<file path="config.mk">
export PLATFORM = sky130hd
export DESIGN_NAME = png_stored_image_encoder_unit_flat
export DESIGN_NICKNAME = d
export VERILOG_FILES = /design/src/rtl/pngse_pkg.sv /design/src/rtl/pngse_pix_if.sv /design/src/rtl/pngse_byte_if.sv /design/src/rtl/pngse_acc.sv /design/src/rtl/png_stored_image_encoder_unit.sv /design/src/flat_wrapper.sv
export SDC_FILE = /design/constraint.sdc
export NUM_CORES = 1
export LEC_CHECK = 0
export BUFFER_PORTS_ARGS = -buffer_cell sky130_fd_sc_hd__buf_2
export CAP_MARGIN = 20
export CORE_MARGIN = 3
export CORE_UTILIZATION = 48
export CTS_CLUSTER_DIAMETER = 100
export DETAILED_ROUTE_END_ITERATION = 7
export HOLD_SLACK_MARGIN = 0.05
export PLACE_DENSITY = 0.63
export RECOVER_POWER = 50
export SETUP_SLACK_MARGIN = 0.15
export SYNTH_ARGS = -nofsm -noshare
export SYNTH_HDL_FRONTEND = slang
export SYNTH_SLANG_ARGS = --single-unit
</file>
<file path="constraint.sdc">
create_clock -name i_clk -period 12.4 [get_ports i_clk]
set_input_delay 0.62 -clock i_clk [delete_from_list [all_inputs] [get_ports i_clk]]
set_output_delay 0.62 -clock i_clk [all_outputs]
set_load 0.03 [all_outputs]
</file>
<file path="src/rtl/pngse_pkg.sv">
`timescale 1ns / 1ps
// pngse_pkg: shared types, constants and byte helpers of the png stored-image encoder
// used by the accumulator unit and the top level; no dependencies
package pngse_pkg;

    localparam int MAX_SIDE   = 4096;
    localparam int SIDE_W     = 13;
    localparam int POS_W      = 12;
    localparam int RAW_W      = 26;
    localparam int RUN_MAX    = 52;
    localparam int CNT_W      = 6;

    localparam logic [31:0] CRC_POLY  = 32'hEDB88320;
    localparam logic [31:0] CRC_SEED  = 32'hFFFFFFFF;
    localparam logic [15:0] ADLER_MOD = 16'd65521;
    localparam logic [15:0] BLOCK_MAX = 16'hFFFF;

    localparam logic [31:0] TAG_IHDR = 32'h49484452;
    localparam logic [31:0] TAG_IDAT = 32'h49444154;
    localparam logic [31:0] TAG_IEND = 32'h49454E44;
    localparam logic [7:0]  ZLIB_CMF = 8'h78;
    localparam logic [7:0]  ZLIB_FLG = 8'h01;

    // configuration register indexes
    localparam logic [0:0] REG_WIDTH  = 1'b0;
    localparam logic [0:0] REG_HEIGHT = 1'b1;

    // running checksums carried from beat to beat
    typedef struct packed {
        logic [31:0] crc;
        logic [15:0] adl_lo;
        logic [15:0] adl_hi;
    } t_acc;

    // reflected crc-32 over one byte
    function automatic logic [31:0] crc_byte(input logic [31:0] c, input logic [7:0] b);
        logic [31:0] v;
        v = c ^ {24'd0, b};
        for (int k = 0; k < 8; k++) begin
            v = v[0] ? ((v >> 1) ^ CRC_POLY) : (v >> 1);
        end
        return v;
    endfunction

    // big-endian byte of a word
    function automatic logic [7:0] be_byte(input logic [31:0] v, input logic [1:0] i);
        logic [7:0] r;
        case (i)
            2'd0:    r = v[31:24];
            2'd1:    r = v[23:16];
            2'd2:    r = v[15:8];
            default: r = v[7:0];
        endcase
        return r;
    endfunction

    // png file signature
    function automatic logic [7:0] sig_byte(input logic [2:0] i);
        logic [7:0] r;
        case (i)
            3'd0:    r = 8'd137;
            3'd1:    r = 8'h50;
            3'd2:    r = 8'h4E;
            3'd3:    r = 8'h47;
            3'd4:    r = 8'd13;
            3'd5:    r = 8'd10;
            3'd6:    r = 8'd26;
            default: r = 8'd10;
        endcase
        return r;
    endfunction

endpackage

</file>
<file path="src/rtl/pngse_pix_if.sv">
`timescale 1ns / 1ps
// pngse_pix_if: pixel channel, one rgb pixel per beat
// no dependencies
interface pngse_pix_if;
    logic       valid;
    logic       ready;
    logic [7:0] red;
    logic [7:0] green;
    logic [7:0] blue;

    modport source (output valid, red, green, blue, input ready);
    modport sink   (input valid, red, green, blue, output ready);
endinterface

</file>
<file path="src/rtl/pngse_byte_if.sv">
`timescale 1ns / 1ps
// pngse_byte_if: file byte channel, one byte of the png file per beat
// no dependencies
interface pngse_byte_if;
    logic       valid;
    logic       ready;
    logic [7:0] out_byte;
    logic       last_of_run;
    logic       end_of_file;

    modport source (output valid, out_byte, last_of_run, end_of_file, input ready);
    modport sink   (input valid, out_byte, last_of_run, end_of_file, output ready);
endinterface

</file>
<file path="src/rtl/pngse_acc.sv">
`timescale 1ns / 1ps
// pngse_acc: shared checksum unit, folds one byte into crc-32 and adler-32
// depends on pngse_pkg
module pngse_acc (
    input  logic              i_crc_en,
    input  logic              i_raw_en,
    input  logic [7:0]        i_byte,
    input  pngse_pkg::t_acc   i_acc,
    output pngse_pkg::t_acc   o_acc
);
    logic [16:0] lo_sum;
    logic [15:0] lo_mod;
    logic [16:0] hi_sum;
    logic [15:0] hi_mod;

    // adler halves, one conditional subtract each
    always_comb begin
        lo_sum = {1'b0, i_acc.adl_lo} + {9'd0, i_byte};
        lo_mod = (lo_sum >= {1'b0, pngse_pkg::ADLER_MOD})
               ? 16'(lo_sum - {1'b0, pngse_pkg::ADLER_MOD}) : lo_sum[15:0];
        hi_sum = {1'b0, i_acc.adl_hi} + {1'b0, lo_mod};
        hi_mod = (hi_sum >= {1'b0, pngse_pkg::ADLER_MOD})
               ? 16'(hi_sum - {1'b0, pngse_pkg::ADLER_MOD}) : hi_sum[15:0];
    end

    always_comb begin
        o_acc = i_acc;
        if (i_crc_en) begin
            o_acc.crc = pngse_pkg::crc_byte(i_acc.crc, i_byte);
        end
        if (i_raw_en) begin
            o_acc.adl_lo = lo_mod;
            o_acc.adl_hi = hi_mod;
        end
    end
endmodule

</file>
<file path="src/rtl/png_stored_image_encoder_unit.sv">
`timescale 1ns / 1ps
// png_stored_image_encoder_unit: top level, byte sequencer of the png file
// depends on pngse_pkg, pngse_pix_if, pngse_byte_if, pngse_acc
//
//  channel   dir  beat                              handshake
//  i_pix     in   red, green, blue                  valid/ready
//  o_res     out  out_byte, last_of_run, end_of_file valid/ready
//  i_cfg_*   in   register index, 13-bit data       write enable only
//
// one file byte per cycle while the output is not stalled, through a single crc/adler
// unit; each accepted pixel sends 3 or 4 bytes, plus 5 at a stored-block start,
// 43 for the file header on the first pixel and 20 for the trailer on the last one.
// a run stops after 52 bytes; the rest goes out on the next accepted pixel.
// synchronous reset; any config write drops the file in progress.
// output stalls hold the sequencer; no pixel is taken while a run is in work.
module png_stored_image_encoder_unit (
    input  logic                     i_clk,
    input  logic                     i_rst_n,
    pngse_pix_if.sink                i_pix,
    pngse_byte_if.source             o_res,
    input  logic                     i_cfg_we,
    input  logic [0:0]               i_cfg_idx,
    input  logic [12:0]              i_cfg_data
);
    typedef enum logic [4:0] {
        P_IDLE, P_HOLD, P_SIG, P_IHLEN, P_IHTAG, P_IHW, P_IHH, P_IHMISC, P_IHCRC,
        P_ZLEN, P_IDTAG, P_ZHDR, P_BHDR, P_RAW, P_ADL, P_IDCRC, P_IELEN, P_IETAG,
        P_IECRC
    } t_phase;

    t_phase r_phase, r_resume;
    logic [2:0]  r_idx;
    logic [1:0]  r_ridx;
    logic [pngse_pkg::CNT_W-1:0] r_cnt;
    logic [12:0] r_width, r_height;
    logic [7:0]  r_red, r_green, r_blue;
    logic        r_trailer, r_end_row, r_hdr_sent;
    logic [pngse_pkg::POS_W-1:0] r_col, r_row;
    logic [15:0] r_blk;
    logic [pngse_pkg::RAW_W-1:0] r_raw_left;
    logic [31:0] r_zlen;
    pngse_pkg::t_acc r_acc;
    logic        r_ov;
    logic [7:0]  r_ob;
    logic        r_olast, r_oeof;

    pngse_pkg::t_acc n_acc;
    logic [12:0] w_side, h_side;
    logic        in_ready, accept, active, emit;
    logic [7:0]  byte_v;
    logic        crc_en, raw_en, fin, phase_end;
    logic [2:0]  plen;
    t_phase      nxt, n_phase;
    logic [15:0] blk_n;
    logic        blk_final;
    logic [27:0] prod;
    logic [26:0] zy;
    logic [16:0] zs;
    logic [11:0] zblocks;
    logic [12:0] col_nx, row_nx;

    // clamp sizes to 1..MAX_SIDE
    always_comb begin
        w_side = (r_width == '0) ? 13'd1
               : (r_width > 13'(pngse_pkg::MAX_SIDE)) ? 13'(pngse_pkg::MAX_SIDE) : r_width;
        h_side = (r_height == '0) ? 13'd1
               : (r_height > 13'(pngse_pkg::MAX_SIDE)) ? 13'(pngse_pkg::MAX_SIDE) : r_height;
        prod   = ({2'd0, w_side} * 15'd3 + 15'd1) * {2'd0, h_side};
        col_nx = {1'b0, r_col} + 13'd1;
        row_nx = {1'b0, r_row} + 13'd1;
    end

    // idat length: 6 + 5 * ceil(raw / 65535) + raw
    always_comb begin
        zy      = {1'b0, r_raw_left} + 27'd65534;
        zs      = {6'd0, zy[26:16]} + {1'b0, zy[15:0]};
        zblocks = {1'b0, zy[26:16]} + ((zs >= 17'd65535) ? 12'd1 : 12'd0);
    end

    // stored block header values
    always_comb begin
        blk_final = (r_raw_left <= pngse_pkg::RAW_W'(pngse_pkg::BLOCK_MAX));
        blk_n     = blk_final ? r_raw_left[15:0] : pngse_pkg::BLOCK_MAX;
    end

    assign in_ready    = (r_phase == P_IDLE) || (r_phase == P_HOLD);
    assign i_pix.ready = in_ready;
    assign accept      = i_pix.valid && in_ready;
    assign active      = !in_ready;
    assign emit        = active && (!r_ov || o_res.ready);

    // byte selection for the current phase
    always_comb begin
        byte_v = '0;
        crc_en = 1'b0;
        raw_en = 1'b0;
        fin    = 1'b0;
        plen   = 3'd3;
        nxt    = r_phase;
        case (r_phase)
            P_SIG: begin
                byte_v = pngse_pkg::sig_byte(r_idx);
                plen   = 3'd7;
                nxt    = P_IHLEN;
            end
            P_IHLEN: begin
                byte_v = pngse_pkg::be_byte(32'd13, r_idx[1:0]);
                nxt    = P_IHTAG;
            end
            P_IHTAG: begin
                byte_v = pngse_pkg::be_byte(pngse_pkg::TAG_IHDR, r_idx[1:0]);
                crc_en = 1'b1;
                nxt    = P_IHW;
            end
            P_IHW: begin
                byte_v = pngse_pkg::be_byte({19'd0, w_side}, r_idx[1:0]);
                crc_en = 1'b1;
                nxt    = P_IHH;
            end
            P_IHH: begin
                byte_v = pngse_pkg::be_byte({19'd0, h_side}, r_idx[1:0]);
                crc_en = 1'b1;
                nxt    = P_IHMISC;
            end
            P_IHMISC: begin
                // bit depth 8, color type 2, then three zero bytes
                byte_v = (r_idx == 3'd0) ? 8'd8 : (r_idx == 3'd1) ? 8'd2 : 8'd0;
                crc_en = 1'b1;
                plen   = 3'd4;
                nxt    = P_IHCRC;
            end
            P_IHCRC: begin
                byte_v = pngse_pkg::be_byte(~r_acc.crc, r_idx[1:0]);
                nxt    = P_ZLEN;
            end
            P_ZLEN: begin
                byte_v = pngse_pkg::be_byte(r_zlen, r_idx[1:0]);
                nxt    = P_IDTAG;
            end
            P_IDTAG: begin
                byte_v = pngse_pkg::be_byte(pngse_pkg::TAG_IDAT, r_idx[1:0]);
                crc_en = 1'b1;
                nxt    = P_ZHDR;
            end
            P_ZHDR: begin
                byte_v = (r_idx == 3'd0) ? pngse_pkg::ZLIB_CMF : pngse_pkg::ZLIB_FLG;
                crc_en = 1'b1;
                plen   = 3'd1;
                nxt    = (r_blk == '0) ? P_BHDR : P_RAW;
            end
            P_BHDR: begin
                case (r_idx)
                    3'd0:    byte_v = {7'd0, blk_final};
                    3'd1:    byte_v = blk_n[7:0];
                    3'd2:    byte_v = blk_n[15:8];
                    3'd3:    byte_v = ~blk_n[7:0];
                    default: byte_v = ~blk_n[15:8];
                endcase
                crc_en = 1'b1;
                plen   = 3'd4;
                nxt    = P_RAW;
            end
            P_RAW: begin
                case (r_ridx)
                    2'd0:    byte_v = 8'd0;
                    2'd1:    byte_v = r_red;
                    2'd2:    byte_v = r_green;
                    default: byte_v = r_blue;
                endcase
                crc_en = 1'b1;
                raw_en = 1'b1;
                plen   = 3'd0;
                if (r_ridx == 2'd3) begin
                    fin = !r_trailer;
                    nxt = r_trailer ? P_ADL : P_IDLE;
                end else begin
                    nxt = (r_blk == 16'd1) ? P_BHDR : P_RAW;
                end
            end
            P_ADL: begin
                byte_v = pngse_pkg::be_byte({r_acc.adl_hi, r_acc.adl_lo}, r_idx[1:0]);
                crc_en = 1'b1;
                nxt    = P_IDCRC;
            end
            P_IDCRC: begin
                byte_v = pngse_pkg::be_byte(~r_acc.crc, r_idx[1:0]);
                nxt    = P_IELEN;
            end
            P_IELEN: begin
                byte_v = 8'd0;
                nxt    = P_IETAG;
            end
            P_IETAG: begin
                byte_v = pngse_pkg::be_byte(pngse_pkg::TAG_IEND, r_idx[1:0]);
                crc_en = 1'b1;
                nxt    = P_IECRC;
            end
            P_IECRC: begin
                byte_v = pngse_pkg::be_byte(~r_acc.crc, r_idx[1:0]);
                fin    = (r_idx == 3'd3);
                nxt    = P_IDLE;
            end
            default: begin
                nxt = r_phase;
            end
        endcase
        phase_end = (r_idx == plen);
        n_phase   = phase_end ? nxt : r_phase;
    end

    pngse_acc u_acc (
        .i_crc_en (crc_en),
        .i_raw_en (raw_en),
        .i_byte   (byte_v),
        .i_acc    (r_acc),
        .o_acc    (n_acc)
    );

    // sequencer, checksums and output register
    always_ff @(posedge i_clk) begin
        if (!i_rst_n) begin
            r_phase    <= P_IDLE;
            r_resume   <= P_IDLE;
            r_idx      <= '0;
            r_ridx     <= '0;
            r_cnt      <= '0;
            r_width    <= 13'd1280;
            r_height   <= 13'd720;
            r_trailer  <= 1'b0;
            r_end_row  <= 1'b0;
            r_hdr_sent <= 1'b0;
            r_col      <= '0;
            r_row      <= '0;
            r_blk      <= '0;
            r_raw_left <= '0;
            r_acc      <= '{crc: pngse_pkg::CRC_SEED, adl_lo: 16'd1, adl_hi: 16'd0};
            r_ov       <= 1'b0;
        end else begin
            r_zlen <= 32'd6 + {20'd0, zblocks} * 32'd5 + {6'd0, r_raw_left};
            if (o_res.ready && (i_cfg_we || !emit)) begin
                r_ov <= 1'b0;
            end
            if (i_cfg_we) begin
                // any register write drops the file in progress
                if (i_cfg_idx == pngse_pkg::REG_WIDTH) r_width <= i_cfg_data;
                if (i_cfg_idx == pngse_pkg::REG_HEIGHT) r_height <= i_cfg_data;
                r_phase    <= P_IDLE;
                r_hdr_sent <= 1'b0;
                r_col      <= '0;
                r_row      <= '0;
                r_blk      <= '0;
                r_raw_left <= '0;
                r_acc      <= '{crc: pngse_pkg::CRC_SEED, adl_lo: 16'd1, adl_hi: 16'd0};
            end else if (accept && r_phase == P_HOLD) begin
                // held bytes resume, pixel dropped
                r_phase <= r_resume;
                r_cnt   <= '0;
            end else if (accept) begin
                r_red     <= i_pix.red;
                r_green   <= i_pix.green;
                r_blue    <= i_pix.blue;
                r_end_row <= (col_nx >= w_side);
                r_trailer <= (col_nx >= w_side) && (row_nx >= h_side);
                r_ridx    <= (r_col == '0) ? 2'd0 : 2'd1;
                r_idx     <= '0;
                r_cnt     <= '0;
                if (!r_hdr_sent) begin
                    r_hdr_sent <= 1'b1;
                    r_raw_left <= prod[pngse_pkg::RAW_W-1:0];
                    r_blk      <= '0;
                    r_phase    <= P_SIG;
                end else begin
                    r_phase <= (r_blk == '0) ? P_BHDR : P_RAW;
                end
            end else if (emit) begin
                r_ov    <= 1'b1;
                r_ob    <= byte_v;
                r_olast <= fin || (r_cnt == pngse_pkg::CNT_W'(pngse_pkg::RUN_MAX - 1));
                r_oeof  <= fin && (r_phase == P_IECRC);
                r_idx   <= phase_end ? 3'd0 : r_idx + 3'd1;
                if (raw_en) begin
                    r_blk      <= r_blk - 16'd1;
                    r_raw_left <= r_raw_left - pngse_pkg::RAW_W'(1);
                    r_ridx     <= r_ridx + 2'd1;
                end
                if (r_phase == P_BHDR && phase_end) begin
                    r_blk <= blk_n;
                end
                if (r_phase == P_RAW && r_ridx == 2'd3) begin
                    r_col <= r_end_row ? '0 : col_nx[pngse_pkg::POS_W-1:0];
                    if (r_end_row) r_row <= row_nx[pngse_pkg::POS_W-1:0];
                end
                // checksum update, crc restarts after each chunk
                if (r_phase == P_IECRC && phase_end) begin
                    r_acc <= '{crc: pngse_pkg::CRC_SEED, adl_lo: 16'd1, adl_hi: 16'd0};
                end else if (phase_end && (r_phase == P_IHCRC || r_phase == P_IDCRC)) begin
                    r_acc <= '{crc: pngse_pkg::CRC_SEED, adl_lo: n_acc.adl_lo,
                               adl_hi: n_acc.adl_hi};
                end else begin
                    r_acc <= n_acc;
                end
                if (r_phase == P_IECRC && phase_end) begin
                    r_hdr_sent <= 1'b0;
                    r_col      <= '0;
                    r_row      <= '0;
                    r_blk      <= '0;
                    r_raw_left <= '0;
                end
                if (!fin && r_cnt == pngse_pkg::CNT_W'(pngse_pkg::RUN_MAX - 1)) begin
                    r_phase  <= P_HOLD;
                    r_resume <= n_phase;
                end else begin
                    r_phase <= n_phase;
                    r_cnt   <= r_cnt + pngse_pkg::CNT_W'(1);
                end
            end
        end
    end

    assign o_res.valid       = r_ov;
    assign o_res.out_byte    = r_ob;
    assign o_res.last_of_run = r_olast;
    assign o_res.end_of_file = r_oeof;

    // a run never goes past its byte budget
    a_cnt_bound: assert property (@(posedge i_clk) disable iff (!i_rst_n)
        r_cnt <= pngse_pkg::CNT_W'(pngse_pkg::RUN_MAX))
        else $error("run byte count out of range");

    // the last byte of the file leaves no raw byte pending
    a_raw_done: assert property (@(posedge i_clk) disable iff (!i_rst_n)
        (emit && r_phase == P_IECRC && phase_end) |-> (r_raw_left == '0))
        else $error("raw bytes left at end of file");

    // after the file ends the next pixel starts a new header
    a_hdr_clear: assert property (@(posedge i_clk) disable iff (!i_rst_n)
        (emit && !i_cfg_we && r_phase == P_IECRC && phase_end) |=> !r_hdr_sent)
        else $error("header flag not cleared after file end");

    // a stored block header is only sent while raw bytes remain
    a_blk_hdr: assert property (@(posedge i_clk) disable iff (!i_rst_n)
        (emit && r_phase == P_BHDR) |-> (r_raw_left != '0))
        else $error("block header with no raw bytes left");
endmodule

</file>
<file path="src/flat_wrapper.sv">
// flat-port wrapper written by rule: the top's interface ports become plain ports
module png_stored_image_encoder_unit_flat 
  (i_clk, i_rst_n, i_cfg_we, i_cfg_idx, i_cfg_data, i_pix_valid, i_pix_red, i_pix_green, i_pix_blue, i_pix_ready, o_res_valid, o_res_out_byte, o_res_last_of_run, o_res_end_of_file, o_res_ready);
  pngse_pix_if i_pix_i ();
  pngse_byte_if o_res_i ();
  input  logic i_clk;
  input  logic i_rst_n;
  input  logic i_cfg_we;
  input  logic [0:0] i_cfg_idx;
  input  logic [12:0] i_cfg_data;
  input wire logic [$bits(i_pix_i.valid)-1:0] i_pix_valid;
  input wire logic [$bits(i_pix_i.red)-1:0] i_pix_red;
  input wire logic [$bits(i_pix_i.green)-1:0] i_pix_green;
  input wire logic [$bits(i_pix_i.blue)-1:0] i_pix_blue;
  output wire logic [$bits(i_pix_i.ready)-1:0] i_pix_ready;
  output wire logic [$bits(o_res_i.valid)-1:0] o_res_valid;
  output wire logic [$bits(o_res_i.out_byte)-1:0] o_res_out_byte;
  output wire logic [$bits(o_res_i.last_of_run)-1:0] o_res_last_of_run;
  output wire logic [$bits(o_res_i.end_of_file)-1:0] o_res_end_of_file;
  input wire logic [$bits(o_res_i.ready)-1:0] o_res_ready;
  assign i_pix_i.valid = i_pix_valid;
  assign i_pix_i.red = i_pix_red;
  assign i_pix_i.green = i_pix_green;
  assign i_pix_i.blue = i_pix_blue;
  assign i_pix_ready = i_pix_i.ready;
  assign o_res_valid = o_res_i.valid;
  assign o_res_out_byte = o_res_i.out_byte;
  assign o_res_last_of_run = o_res_i.last_of_run;
  assign o_res_end_of_file = o_res_i.end_of_file;
  assign o_res_i.ready = o_res_ready;
  png_stored_image_encoder_unit u_core (.i_clk(i_clk), .i_rst_n(i_rst_n), .i_pix(i_pix_i), .o_res(o_res_i), .i_cfg_we(i_cfg_we), .i_cfg_idx(i_cfg_idx), .i_cfg_data(i_cfg_data));
endmodule
</file>
==> results of run 1 <==
placed cells by master, fill, tap and decap left out, drive strengths merged, types with 21 or more instances in the layout:
cell	count
a31oi	26
nor3	65
edfxtp	61
o22ai	26
nor2b	47
a211oi	37
nor2	230
or3	28
nor4	21
and3	29
a21o	38
and2	50
a21boi	29
nand2b	39
o21a	33
nand3	67
ha	213
nand2	407
dfxtp	181
buf	84
inv	259
a22oi	35
mux2i	24
o21ai	167
nand4	33
fa	148
xor2	86
a21oi	161
o211ai	21
xnor2	147
clkbuf	64
area by class of cell:
cell class | instances | area share, %
Antenna cell | 2 | 0.0183
Timing Repair Buffer | 108 | 2.27
Inverter | 257 | 3.53
Tap cell | 680 | 3.11
Sequential cell | 242 | 20.0
Multi-Input combinational cell | 2462 | 67.4
Clock buffer | 40 | 3.07
Clock inverter | 16 | 0.636
power by group through the flow:
stage          sequential (mW)  clock (mW)  combinational [mW]
6_report                  1.00       0.915                3.25
5_1_grt                   1.01       0.959                3.57
4_1_cts                  0.998       0.927                3.21
3_5_place_dp              1.01           0                3.18
3_3_place_gp              1.01           0                3.14
2_1_floorplan            0.973           0                2.35
stage by stage:
step	instances	power (mW)	utilization [%]
floorplan	3113	3.33	-
global placement	3741	4.15	50.7
detailed placement	3742	4.20	50.7
CTS	3798	5.14	52.7
global route	3805	5.54	52.6
finish	3807	5.17	52.7
worst max-delay path by stage:
stage                                     from                    end  slack, ns  depth (start not counted)
after CTS                   u_core.r_width[12]  u_core.r_raw_left[25]       2.00                         30
after floorplan           u_core.r_raw_left[1]      u_core.r_zlen[21]       3.92                         41
after detailed placement    u_core.r_width[12]  u_core.r_raw_left[25]       2.11                         30
after global placement      u_core.r_width[12]  u_core.r_raw_left[25]       2.37                         32
after global routing           u_core.r_idx[1]        u_core.r_acc[8]       0.71                         29
final                          u_core.r_idx[1]        u_core.r_acc[8]       1.51                         29
state kept, by name (all words and copies together), names as in the netlist, 2 cells and up:
register / cells
u_core.r_blue: 8
u_core.r_row: 12
u_core.r_height: 13
u_core.r_green: 8
u_core.r_ridx: 2
u_core.r_idx: 3
u_core.r_col: 12
u_core.r_acc: 64
u_core.r_phase: 5
u_core.r_red: 8
u_core.r_zlen: 27
u_core.o_res.out_byte: 8
u_core.r_raw_left: 26
u_core.r_resume: 5
u_core.r_cnt: 6
u_core.r_blk: 16
u_core.r_width: 13
logic make-up (layout without fill, tap and decap cells):
| family | after synthesis | in the layout | synth area share, % |
|---|---|---|---|
| compound gates | 741 | 741 | 19.3 |
| xor+xnor | 243 | 243 | 9.32 |
| fa+ha+maj | 361 | 361 | 22.1 |
| buf+inv | 409 | 421 | 6.24 |
| flops | 242 | 242 | 21.4 |
| mux | 25 | 25 | 0.987 |
| other cells | 1 | 4 | 0.0147 |
| simple gates | 1090 | 1090 | 20.6 |
metal layers:
metal	global-route usage, %	part of all wire, %	vias to the layer above	wire length, um
met5	0	0	-	0
met4	9.35	3.5	0	2900
met3	6.64	9.1	197	7500
met2	44.3	44	1062	36100
met1	39.9	44	11300	36300
li1	-	-	10900	-
worst reg2reg max path: cells and delay by family (launching register included):
family	cells	cell delay, ns
fa+ha+maj	4	2.20
xor+xnor	2	0.42
compound gates	16	4.97
simple gates	5	1.72
flops	1	0.49
buf+inv	2	0.96
==> results.md, run 1 <==
* Total die area at ~0.056 sq mm
* Asr flop ratio synth at 0%
* Required @ worst endpoint at 12.85 ns
* Switch share at just under 50%
* Hold Crit Depth at 1
* Period utilisation layout at between 80 and 90%
* Cells after Synth at 3,112
* Largest net degree at the start of global routing at slightly above 70
* Die height at roughly 240 um
* Root buffer cell: clkbuf_16
* Most frequent CP cell: ha_1
* Maximum vdd ir drop at 0.108 mV
* Internal Power at 2.69 mW
* Routed WL per cell at 21.7 um
* Worst min path class: in2reg
* Area share of the largest cell type after synthesis at between 10% and 20%
* PostCTS Resize Cnt at 0
* Avg Inst Size Synth at 8.19 sq um
* Place WS at 2.11 ns
* RR Startpoint: u_core.r_idx[1]
* GP Congestion at about 0.99
* Sink Count at 242
* Hold Buf Count CTS at 0
* Post-route cell area at roughly 0.027 sq mm
* Cell variety after synth at 94
* DR vias at around 23,000
* R2R cell count at 29
* Outcome: finished with violations
* Most common cell in the netlist: nand2_1
* Max clock buf depth at 3
* CTS clk-pin slew, worst paths at 0.07 ns
* Initial antenna violation count at 1
* Drt pass-1 iters at 8
* Global-route wire length before repair at roughly 130 mm
* Layout Nets at 3,505
* Hold Crit Start: i_pix_green[6]
* Endpoints failing hold at 0
* Failing checks: DRC, capacitance limit, slew limit
* Clock Power Share at 17.7%
* Vias in the first global route at 22,600
* Final number of setup-violating endpoints at 0
* Tmin final at 10.89 ns
* Dominant cells by area after synthesis: dfxtp_1 (14%), fa_1 (12%), ha_1 (10%)
* Postcts setup bufs at 0
* EDFF count, synth at 61
* PnR worst setup slack at 1.51 ns
* Initial DRC count at approximately 2,600
* CP bufs+invs at 2
* Num CTS Buffers at 30
* GRT Residual Overflow at 0
* Delay-heaviest family, CP: compound AO/OA/AOI/OAI gates
* Hold Path End: u_core.r_green[6]
* CORE AREA at 0.0519 sq mm
* H-tree depth at 1
* Ports at 55
* Worst R2R Setup Slack at about 1.5 ns
* Comb pwr share at ~63%
* Vias per cell at 6.15
* Starting density of the core at 49.1%
* Dominant cell type by area after synthesis: dfxtp_1
* TritonCTS clock tree: done
* Gr usage total at between 20% and 30%
* Fill cells at 4,902
* Row count at 83
* Clk_lat worst skew at 0.58 ns
* Flop pwr share at between 15 and 20%
* Share of layout cells above drive strength 1 at 5.70%
* # DRC at 8
* P&R area growth vs syn at 7.34%
* Lkg Pwr at 11.7 nW
* Slew @ Worst Pin at 3.38 ns
* Critical-path top delay cell: ha_1
* Register Area at ~0.0055 sq mm
* Post-Route Setup TNS at 0 ns
* Crit Path Category: reg2reg
* Crit end category: flip-flop
* Worst R2R End: u_core.r_acc[8]
* Post-DP HPWL at 63.8 mm
* Critical path arrival at 11.34 ns
* Cell area power density at 189 mW/mm^2
* Net Switching at ~2.5 mW
* Max-cap violation count at 2
* Top cells by instance count after synthesis: nand2_1 (407), inv_1 (256), nor2_1 (228), ha_1 (213), dfxtp_1 (181)
* Sequential share of the synthesized area at 21.4%
* Post-Place Cell Area at 0.0264 sq mm
* Multi-input logic area at about 0.018 sq mm
* Post-route ant nets at 0
* Die Width at 236 um
* Pins Over Slew Limit at 116
* Final hold slack at 0.217 ns
* Port Buffer Count at 54
* Syn Std Cell Area at 0.0255 sq mm
* Fmax at 91.9 MHz
* #FFs+latches synth at 242
* Worst rel slew slack at -125%
* Worst Setup Start Kind: flip-flop
* RSZ-0062 raised after global routing: no
* Worst Skew at 0.0147 ns
* Post-synth top flop: dfxtp_1
* Largest stage delay, worst path at between 1 and 1.5 ns
* Final WL at 82.8 mm
* Critical path fanouts, max at 39
* Ys Warns at 0
(Power assumes the default switching activity.)
==> run 2, diff against run 1 <==
--- a/config.mk
+++ b/config.mk
@@ -5,6 +5,7 @@
 export SDC_FILE = /design/constraint.sdc
 export NUM_CORES = 1
 export LEC_CHECK = 0
+export ABC_AREA = 1
 export BUFFER_PORTS_ARGS = -buffer_cell sky130_fd_sc_hd__buf_2
 export CAP_MARGIN = 20
 export CORE_MARGIN = 3
==> run 2 against run 1 <==
Effect of this change: the run ends with capacitance limit, slew limit left; sequential share of layout area fell by 0.47 points; final cell count rose by 19%; synthesized cell count rose by 23%; largest power group unchanged; register-to-register slack improved by 0.73 ns; cell area rose by 2.4%; critical path type unchanged; clock skew rose by 0.014 ns.
==> results.md, run 2 <==
* Outcome: finished with violations
* Failing checks: capacitance limit, slew limit
* Clk_lat worst skew at 0.58 ns
* Met3 wire len at 5.65 mm
* Sequential share of the synthesized area at 20.8%
* Ys Warns at 0
* Post-DP HPWL at 65.6 mm
* Number of flip-flops in the largest register at 64
* Largest stage delay, worst path at 0.94 ns
* Post-route ant nets at 0
* Slew @ Worst Pin at 2.93 ns
* Num CTS Buffers at 29
* Drt pass-1 iters at 6
* Biggest regs: u_core.r_acc (64), u_core.r_zlen (27), u_core.r_raw_left (26)
* Max-cap violation count at 3
* Critical path fanouts, max at 29
* Tmin final at 10.15 ns
* Port Buffer Count at 54
* Met1 WL at 37.3 mm
* CTS clk-pin slew, worst paths at 0.06 ns
* Most frequent CP cell: nand2_1
* Critical-path top delay cell: clkbuf_1
* Max clock buf depth at 3
* Die height at around 240 um
* Crit Path Category: reg2reg
* RSZ-0062 raised after global routing: no
* Required @ worst endpoint at 12.82 ns
* Most common cell in the netlist: nand2_1
* Post-Route Setup TNS at 0 ns
* Global-route wire length before repair at 133 mm
* Cells after Synth at 3,814
* Vias per cell at 5.61
* Fmax at 98.5 MHz
* Most frequent cells in the layout: nand2_1 (976), inv_1 (535), nor2_1 (339), a21oi_1 (286), nand3_1 (232)
* Sink Count at around 240
* Gr usage total at 28.8%
* Hold Buf Count CTS at 0
* CORE AREA at 0.0540 sq mm
* Lkg Pwr at 14.0 nW
* Period utilisation layout at 81.9%
* Cell variety after synth at 63
* Final WL at approximately 83 mm
* Root buffer cell: clkbuf_16
* Avg Inst Size Synth at 6.89 sq um
* Asr flop ratio synth at 0%
* Worst rel slew slack at -95.6%
* Top cells by instance count after synthesis: nand2_1 (975), inv_1 (534), nor2_1 (336), a21oi_1 (287), nand3_1 (231)
* Worst Setup Start Kind: flip-flop
* Crit end category: flip-flop
* P&R area growth vs syn at 6.55%
* Row count at 85
* Met2 Routed Length at between 30 and 40 mm
* Dominant cells by area after synthesis: nand2_1 (14%), dfxtp_1 (14%), fa_1 (11%)
* Initial DRC count at 2,106
* Total die area at around 0.058 sq mm
* Worst min path class: in2reg
* Vias in the first global route at between 20,000 and 25,000
* Postcts setup bufs at 0
* Most common cell after layout, fill and taps aside: nand2_1
* Worst Skew at about 0.029 ns
* PnR worst setup slack at 2.25 ns
* Area share of the largest cell type after synthesis at 13.9%
* Layout Nets at 4,217
* Place WS at 3.37 ns
* Critical path arrival at 10.58 ns
* Top reg by flops: u_core.r_acc
* Cell area power density at around 250 mW/mm^2
* # DRC at 0
* Die Width at 240 um
* Routed WL per cell at 18.4 um
* Initial antenna violation count at 1
* Endpoints failing hold at 0
* Dominant cell type by area after synthesis: nand2_1
* Post-synth top flop: dfxtp_1
* GP Congestion at around 0.97
* Largest net degree at the start of global routing at 64
* Starting density of the core at just under 50%
* TritonCTS clock tree: done
* H-tree depth at 1
* Ports at 55
* #FFs+latches synth at 242
* Share of layout cells above drive strength 1 at 5.29%
* EDFF count, synth at 61
* Syn Std Cell Area at 0.0263 sq mm
* DR vias at 25,400
* # diodes at 0
* Top layer in use: met4
* Maximum vdd ir drop at 0.282 mV
* Final number of setup-violating endpoints at 0
* Pins Over Slew Limit at 116
* GRT Residual Overflow at 0
* PostCTS Resize Cnt at 0
-- run 2: path summary, 6_finish.rpt --
check                           end  slack (ns)  depth (start not counted)              start
setup / recovery   u_core.r_acc[10]        2.25                         47    u_core.r_idx[1]
setup reg to reg   u_core.r_acc[10]        2.25                         47    u_core.r_idx[1]
hold reg to reg   u_core.r_hdr_sent        0.48                          2  u_core.r_hdr_sent
hold / removal     u_core.r_blue[1]        0.21                          1      i_pix_blue[1]
-- run 2: worst max-delay path: cells and delay by family (launching register included) --
| family | cells | cell delay [ns] |
|---|---|---|
| AND/OR/NAND/NOR | 32 | 4.36 |
| AO/OA/AOI/OAI | 3 | 1.04 |
| flip-flops | 1 | 0.47 |
| adder cells (fa/ha/maj) | 5 | 2.26 |
| buffers and inverters | 6 | 1.61 |
| XOR/XNOR | 1 | 0.22 |
-- run 2: through the flow --
step           cell area (sq um)  cells  power [mW]  util [%]  hold slack, ns
5_1_grt                    28000   4531        7.57      51.8           0.191
4_1_cts                    28100   4530        6.88      51.9           0.190
3_5_place_dp               27100   4477        5.94      50.1           0.465
3_3_place_gp               27100   4477        5.96      50.1           0.458
6_report                   28000   4531        6.90      51.8           0.214
2_1_floorplan              26300   3815        4.75         -           0.441
-- run 2: report_power, final --
| group | switching [mW] | internal (mW) |
|---|---|---|
| Combinational | 3.25 | 1.63 |
| Clock | 0.363 | 0.543 |
| Sequential | 0.142 | 0.969 |
| Total | 3.76 | 3.15 |
-- run 2: cell families (layout without fill, tap and decap cells) --
family	count (synthesis)	in the layout	share of synthesized area (%)
simple gates	1729	1729	27.8
xor+xnor	165	165	5.76
compound gates	640	640	14.2
flops	242	242	20.8
mux	1	1	0.0381
fa+ha+maj	361	361	21.4
buf+inv	675	695	10.1
other cells	1	2	0.0143
-- run 2: layout make-up --
class,instances,area (sq um)
clock buffers,37,776
clock inverters,16,206
flip-flops and latches,242,5460
repair buffers,74,394
fillers,5573,26000
inverters,568,2140
well taps,696,871
multi-input cells,2898,18200
-- run 2: per-layer routing --
layer	vias to the layer above	GRT usage (%)
met5	-	0
met4	0	8.52
met3	164	3.36
met2	914	47.0
met1	12000	40.2
li1	12400	-
